`src/rps_pkg.sv`:
```
// shared types and constants for the permutation shuffler
// no dependencies
package rps_pkg;
	localparam int unsigned StoreDepthDef = 16384;
	localparam int unsigned FieldW = 15;
	localparam int unsigned WordW = 32;
	localparam logic [FieldW-1:0] LengthReset = 15'd10000;
	localparam logic [WordW-1:0] RandMaxReset = 32'h7fff_ffff;

	typedef enum logic {
		CMD_WORD = 1'b0,
		CMD_READ = 1'b1
	} cmd_t;

	typedef enum logic {
		CFG_LENGTH = 1'b0,
		CFG_RMAX = 1'b1
	} cfg_idx_t;

	typedef enum logic [3:0] {
		ST_IDLE,
		ST_DIV1,
		ST_CHECK,
		ST_DIV2,
		ST_RD_J,
		ST_RD_I,
		ST_WR_J,
		ST_WR_I,
		ST_RD_POS,
		ST_RD_WAIT,
		ST_OUT,
		ST_CLEAR
	} state_t;

	typedef struct packed {
		logic start;
		logic [WordW-1:0] dividend;
	} div_req_t;

	typedef struct packed {
		logic done;
		logic [FieldW:0] rem;
	} div_rsp_t;
endpackage

```
`src/rps_divider.sv`:
```
// iterative restoring divider, one quotient bit a cycle, remainder only
// depends on rps_pkg
module rps_divider
	import rps_pkg::*;
#(
	parameter int unsigned DivW = FieldW + 1
) (
	input logic clk,
	input logic arst_n,
	input div_req_t req,
	input logic [DivW-1:0] divisor,
	output div_rsp_t rsp
);
	logic [WordW-1:0] dvd_q;
	logic [DivW:0] rem_q;
	logic [5:0] cnt_q;
	logic busy_q;
	logic done_q;
	logic [DivW:0] shifted;
	logic [DivW:0] diff;

	assign shifted = {rem_q[DivW-1:0], dvd_q[WordW-1]};
	assign diff = shifted - {1'b0, divisor};

	always_ff @(posedge clk or negedge arst_n) begin
		if (!arst_n) begin
			busy_q <= 1'b0;
			cnt_q <= '0;
			done_q <= 1'b0;
		end else begin
			done_q <= 1'b0;
			if (req.start) begin
				busy_q <= 1'b1;
				cnt_q <= 6'(WordW);
			end else if (busy_q) begin
				cnt_q <= cnt_q - 6'd1;
				if (cnt_q == 6'd1) begin
					busy_q <= 1'b0;
					done_q <= 1'b1;
				end
			end
		end
	end

	always_ff @(posedge clk) begin
		if (req.start) begin
			dvd_q <= req.dividend;
			rem_q <= '0;
		end else if (busy_q) begin
			dvd_q <= {dvd_q[WordW-2:0], 1'b0};
			rem_q <= diff[DivW] ? shifted : diff;
		end
	end

	assign rsp = {done_q, rem_q[FieldW:0]};
endmodule

```
`config.mk`:
```
export PLATFORM = sky130hd
export DESIGN_NAME = rps_divider
export DESIGN_NICKNAME = d
export VERILOG_FILES = /design/src/rps_pkg.sv /design/src/rps_divider.sv
export SDC_FILE = /design/constraint.sdc
export NUM_CORES = 1
export LEC_CHECK = 0
export BUFFER_PORTS_ARGS = -buffer_cell sky130_fd_sc_hd__buf_2
export CAP_MARGIN = 20
export CORE_ASPECT_RATIO = 2
export CORE_MARGIN = 2
export CORE_UTILIZATION = 60
export CTS_BUF_LIST = sky130_fd_sc_hd__clkbuf_4
export CTS_CLUSTER_SIZE = 20
export DETAILED_ROUTE_END_ITERATION = 16
export GPL_ROUTABILITY_DRIVEN = 1
export GPL_TIMING_DRIVEN = 0
export PLACE_DENSITY_LB_ADDON = 0.08
export SLEW_MARGIN = 20
export SYNTH_ARGS = -nofsm -noshare
export SYNTH_HDL_FRONTEND = slang
export SYNTH_SLANG_ARGS = --single-unit
```
`constraint.sdc`:
```
create_clock -name clk -period 4.25 [get_ports clk]
set_clock_uncertainty 0.2 [all_clocks]
set_input_delay 0.425 -clock clk [delete_from_list [all_inputs] [get_ports clk]]
set_output_delay 0.425 -clock clk [all_outputs]
set_load 0.02 [all_outputs]
```
* Word level (Yosys, flattened, before mapping) *
Cells that the tools add are included.

word-level totals
  output and inout bits = 17
  register bits = 56

cells by class
  add/sub/neg operators = 2
  reduce and logical (&&, ||, !) cells = 1
  equal/unequal tests = 1
  mux-type cells = 11

operators by type and width
  operator                                           number
  2-to-1 mux 32 bit                                  2
  subtractor 17 x 16 -> 17 bit                       1
  2-to-1 mux 16 bit                                  1
  2-to-1 mux 6 bit                                   2
  == test 6 x 1 -> 1 bit (second input constant)     1
  2-to-1 mux 1 bit                                   6
  subtractor 6 x 1 -> 6 bit (second input constant)  1
  nonzero test 2 bit                                 1

* Logic depth before layout (Yosys ltp) *
Gate-level depths: netlist of the first run.

  word-level depth = 4
  gate-level depth with buffers = 10
  depth with buffers taken out = 9

* Worst setup path after synthesis of the first run *
OpenSTA, ideal clock, no wires.

  path type = input to register
  start point = input divisor[10]
  end point = register rem_q[15]
  path slack = 1.556 ns
  library setup time = 0.088 ns
  stages = 9
  path buffers = 1
  arrival = 2.406 ns
  cell sequence = inv_1 ha_1 buf_6 a21oi_2 o21ai_1 or3_1 o221a_2 or4_1 a311oi_2

on the way
  longest elaborated chain between the ends = 2

RTL lines
  what                          RTL line           RTL
  start, declared               rps_divider.sv:11  input logic [DivW-1:0] divisor,
  subtractor 17 x 16 -> 17 bit  rps_divider.sv:23  assign diff = shifted - {1'b0, divisor};
  2-to-1 mux 16 bit             rps_divider.sv:51  rem_q <= diff[DivW] ? shifted : diff;
  end signal, assigned          rps_divider.sv:51
  end, declared                 rps_divider.sv:15  logic [DivW:0] rem_q;

No other way between the ends.
A chain may end at the register's enable or synchronous reset.

* Final worst setup path of the first run *
  start point = register rem_q[4]
  end point = register rem_q[12]

on the way
  longest elaborated chain between the ends = 2

RTL lines
  what                          RTL line
  subtractor 17 x 16 -> 17 bit  rps_divider.sv:23
  2-to-1 mux 16 bit             rps_divider.sv:51

No other way between the ends.

==> impl_metrics.toml, run 1 <==
[status]
status = "complete, no violations"

[drt]
drc = 0
vias = 2957
drtIter0Drc = 125
antenna_left = 0
drt_first_pass_iters = 5
drt-total-wl_um = 8250
avgViaCountPerCell = 6.12
avgRoutedWirePerCell_um = 17.1

[power]
switchingPower_mw = 0.967
swShare_pct = 41.0
combPwrFrac_pct = 49.8
p_clk_share_pct = 15.2
cellInternalPower_mw = 1.39
power-per-cell-area_nw_per_um2 = 586
seq_power_share_pct = 35.0
p_leak_nw = 1.76
ir_drop_mv = 0.426

[yosys]
synth_largest_area_cell = "edfxtp_1"
async_reset_ff_share_pct = 14.3
yosysTopAreaCellShare_pct = 27.4
yosysSeqAreaShare_pct = 42.3
synth_area_um2 = 3500
synth_cells = 347
synth_top_flop_cell = "edfxtp_1"
ys_ff_latch = 56
ys_warn_count = 0
synth.top_cells.by_count = "32 x edfxtp_1, 32 x mux2_2, 30 x nor2_1"
synth.area.top_cells = "edfxtp_1 27%, mux2_2 10%, dfxtp_1 9.1%, ha_1 6.4%, dfrtp_1 5.7%"
yosysUniqueCellTypes = 56
synth_edf_count = 32
synth_fp_nets = 417
syn_avg_cell_area_um2 = 10.1

[sta]
tightest_slew_ns = 0.717
fin_crit_sh_pct = 72.4
rsz0062_at_grt = "no"
fmax_mhz = 325
hold_ws_ns = 0.106
slew_viol_final = 0
fin_setup_tns_ns = 0
min_period_ns = 3.08
hold_viol_final = 0
setup_viol = 0
slew_headroom_pct = 51.9

[die]
die_w_um = 58.0
dieArea_um2 = 6500
die_y_um = 112
core_um2 = 5660
row_count = 39
start_util_pct = 61.9
ios = 68

[layout]
final_layout_size_suffix_gt1_share_pct = 30.6
diodes = 0
area_growth_pct = 14.9
final_nets = 491
final_cell_area_um2 = 4030

[critical_path]
worst_ep_required_time_ns = 4.36
reg2regPathDepth = 8
startpoint_type = "register"
worstSetupPathType = "register to register"
path_max_fanout = 10
crit_arrival_ns = 3.19
critPathCaptureType = "register"

[global_routing]
grt_pass1_wl_um = 13600
grt_usage_pct = 27.3
grt_start_max_net_pins = 33
gr-total-overflow = 0
antenna_found_initial = 0
grt_pass1_vias = 3012

[cts]
cts.sinks = 56
cts.clk_slew.worst_paths_ns = 0.15
cts-resized-gates = 0
cts_tree = "done"
clk_path_buf_depth = 2
insertion_delay_ns = 0.40
cts_setup_buffers = 0
cts_buffers = 5
cts-htree-levels = 2
holdBufCountCts = 1
cts-root-buf = "clkbuf_4"

[placed_design]
io_buffers = 66
gp_congestion = 0.885
hpwl_um = 6500
placed_cell_area_um2 = 3910

[min_path]
hold_path_class = "input pin to register"
hold_depth = 2

[job]
cap_violations = 0
-- cells in the final DEF, fill, tap and decap left out, types with 7 or more instances in the layout --
| cell | instances |
|---|---|
| nand2_1 | 14 |
| clkbuf_1 | 10 |
| or3_1 | 8 |
| nor2_1 | 30 |
| edfxtp_1 | 32 |
| ha_1 | 18 |
| buf_2 | 70 |
| dfrtp_1 | 8 |
| dfxtp_1 | 16 |
| nand3_1 | 9 |
| xnor2_1 | 7 |
| nand2b_1 | 8 |
| a21oi_1 | 13 |
| o21ai_0 | 27 |
| a311oi_1 | 13 |
| mux2_2 | 32 |
| nand4_1 | 10 |
| inv_1 | 20 |
-- final cells by class --
cell class                 count  area, um^2
multi-input combinational    249        1840
timing repair buffer          67         340
inverter                      21        78.8
fill                         468        1640
tap                           61        76.3
buffer                        21         103
clock inverter                 2        60.1
sequential                    56        1480
clock buffer                   6        45.0
-- power groups by stage --
stage	clock network [mW]	registers [mW]	logic, mW
global placement	0	0.835	1.13
detailed placement	0	0.839	1.16
global route	0.380	0.844	1.29
CTS	0.365	0.826	1.17
finish	0.359	0.827	1.17
floorplan	0	0.886	0.791
-- worst paths after layout --
check,from,end,slack [ns]
max,rem_q[4],rem_q[12],1.17
min,req[0],dvd_q[0],0.11
max reg2reg,rem_q[4],rem_q[12],1.17
min reg2reg,rem_q[4],rem_q[4],0.33
max in group asynchronous,arst_n,cnt_q[5],3.50
min in group asynchronous,arst_n,done_q,0.17
-- layer usage --
metal	wire length, um	track usage (%)	share of wire, %
met1	2970	26.7	36
met2	4600	51.5	56
met3	350	5.53	4.2
met4	329	13.3	4.0
met5	0	0	0
-- cell families (layout without fill, tap and decap cells) --
family | after synthesis | in the layout | share of synthesized area, %
adders and majority gates | 19 | 19 | 7.00
buffers and inverters | 42 | 117 | 5.18
AOI/OAI and AO/OA | 87 | 87 | 17.1
DFF | 56 | 56 | 42.3
xor gates and xnor gates | 11 | 11 | 2.75
and+or+nand+nor | 100 | 100 | 15.4
muxes | 32 | 32 | 10.3
-- per-stage QoR --
step                      utilization (%)  instances  total power [mW]  setup WS [ns]
final                                71.1        483              2.36           1.17
after floorplan                         -        347              1.68           1.56
after global placement               69.1        474              1.97           1.06
after CTS                            71.1        483              2.36           1.20
after global routing                 71.1        483              2.51          0.993
after detailed placement             69.1        474              2.00          0.995
-- flip-flops by register name (all words and copies together), names as in the netlist --
register	flops
busy_q	1
cnt_q	6
done_q	1
dvd_q	32
rem_q	16
-- critical path, stage by stage, from the launching register on --
cell	delay, ns
dfxtp_1	0.37
ha_1	0.36
a21oi_2	0.20
nor3b_2	0.37
a21oi_2	0.14
o31ai_1	0.41
clkbuf_1	0.45
nand4_1	0.17
a311oi_1	0.32
No activity file was read; power rests on OpenSTA's default activity.
==> run 2: changes to the inputs <==
CORE_UTILIZATION = 52   (was 60)
clock period = 2.6 ns   (was 4.25 ns; I/O delays follow)
==> run 2 against run 1 <==
The run now ends with negative setup slack left. Power increased by 98%. First-iteration DRC count grew 34%. Register-to-register slack worse by 1.3 ns. Sequential power grew 69%. Sequential share of layout area decreased by 7.2 points. Via count up 15%. Count of clock-buffer cells in the layout increased by 1. Combinational power is 150% higher. Fmax is 14% higher. Utilization is 5.9 points higher. Routed wire length grew 29%. Worst setup slack got worse by 1.3 ns. Largest cell class unchanged. Highest routed layer unchanged.
==> impl_metrics.toml, run 2 (same netlist as run 1, synthesis figures left out) <==
[status]
status = "complete, but fails checks"
violations = "negative setup slack"

[die]
die_w_um = 62.0
row_count = 42
die_y_um = 120
dieArea_um2 = 7450
ios = 68
core_um2 = 6570
start_util_pct = 53.3

[critical_path]
crit_buf_inv = 3
reg2reg_slack_ns = -0.11
regToRegEndpoint = "rem_q[12]"
worst_ep_required_time_ns = 2.69
critPathCapture = "rem_q[12]"
cpLargestDelayFamily = "compound AO/OA/AOI/OAI gates"
critPathCaptureType = "register"
worstSetupPathType = "register to register"
rr_startpoint = "rem_q[8]"
path_max_fanout = 10
startpoint_type = "register"
crit_path_top_delay_cell = "dfxtp_2"
critical_path_depth = 10
crit_chain = "ha_1 > buf_6 > a21oi_4 > o21ai_2 > nor3b_4 > buf_4 > o31ai_4 > clkbuf_8 > nand4_1 > a311oi_1"
reg2regPathDepth = 10
crit_start = "rem_q[8]"
crit_arrival_ns = 2.80
critical_path.max_stage_delay_ns = 0.37

[placed_design]
hpwl_um = 6720
io_buffers = 66
placed_cell_area_um2 = 3950
gp_congestion = 0.836
post-place-ws_ns = -0.501

[global_routing]
grt_usage_pct = 29.0
grt_pass1_wl_um = 15800
grt_pass1_vias = 3416
grt_start_max_net_pins = 33
antenna_found_initial = 2
gr-total-overflow = 0

[sta]
setup_viol = 13
worst_slack_ns = -0.109
slew_viol_final = 0
slew_headroom_pct = 57.0
min_period_ns = 2.71
hold_viol_final = 0
tightest_slew_ns = 0.645
rsz0062_at_grt = "yes"
fin_crit_sh_pct = 104
fmax_mhz = 369

[layout]
final_nets = 552
final_common_cell = "buf_2"
final_cell_area_um2 = 5060
top_register = "dvd_q"
largest_reg_flops = 32
final_cell_mix = "67 x buf_2, 33 x dlygate4sd3_1, 32 x mux2_2, 32 x edfxtp_1, 30 x nor2_1"
reg_top3 = "dvd_q x32, rem_q x16, cnt_q x6"
area_growth_pct = 44.3
final_layout_size_suffix_gt1_share_pct = 44.9
fillers = 445

[drt]
vias = 3387
drt_first_pass_iters = 4
wl_met1_um = 3510
avgViaCountPerCell = 5.91
avgRoutedWirePerCell_um = 18.6
antenna_left = 0
route.met3.wl_um = 546
dr.max_layer_used = "met4"
met2WireLength_um = 6040
drt-total-wl_um = 10700
drc = 0
drtIter0Drc = 168

[power]
power-per-cell-area_nw_per_um2 = 922
p_leak_nw = 2.10
ir_drop_mv = 0.597

[cts]
cts_tree = "done"
cts-htree-levels = 2
insertion_delay_ns = 0.38
cts_buffers = 5
cts-root-buf = "clkbuf_4"
cts.sinks = 56
cts.clk_slew.worst_paths_ns = 0.16
clk_path_buf_depth = 2

[job]
cap_violations = 0

[min_path]
hold_path_class = "input pin to asynchronous set/reset pin"
## run 2: final cells by class
cell class	count	area (um^2)	area share [%]
diodes	2	5.00	0.0990
plain buffers	21	160	3.17
clock buffers	7	52.6	1.04
clock inverters	1	3.75	0.0742
inverters	21	82.6	1.63
multi-input cells	250	2230	44.1
flip-flops and latches	56	1500	29.6
well taps	88	110	2.18
repair buffers	126	903	17.9
repair inverters	1	7.51	0.148
## run 2: repair_timing
item,CTS,global route
pin swaps,16,31
buffers inserted,15,10
hold buffers,33,0
endpoints found under the hold margin,40,0
gates resized for setup,55,63
cloned,3,2
setup endpoints to repair,48,48
## run 2: how the worst min path moves through the flow
stage           start     end  cells past startpoint
5_1_grt        arst_n  done_q                      2
2_1_floorplan  arst_n  busy_q                      0
3_3_place_gp   arst_n  done_q                      1
3_5_place_dp   arst_n  done_q                      1
6_report       arst_n  done_q                      2
4_1_cts        arst_n  done_q                      2
## run 2: layer usage
layer  track usage (%)  up-vias
met5                 0        -
met4              18.4        0
met3              6.36       51
met2              50.8      127
met1              28.2     1635
li1                  -     1574
## run 2: stage by stage
stage	TNS, ns	power [mW]	util [%]	hold slack (ns)	instances
2_1_floorplan	0	2.75	-	-0.236	347
3_3_place_gp	-12.90	3.26	60.2	-0.0869	501
3_5_place_dp	-14.82	3.29	60.2	-0.0854	501
4_1_cts	-0.454	4.11	71.3	0.00390	560
5_1_grt	-2.30	4.91	77.0	0.0436	573
6_report	-0.777	4.66	77.0	0.0221	573
## run 2: power breakdown
group / internal, mW / switching, mW / total, mW
logic: 1.37 / 1.51 / 2.87
registers: 1.19 / 0.213 / 1.40
clock network: 0.126 / 0.260 / 0.386
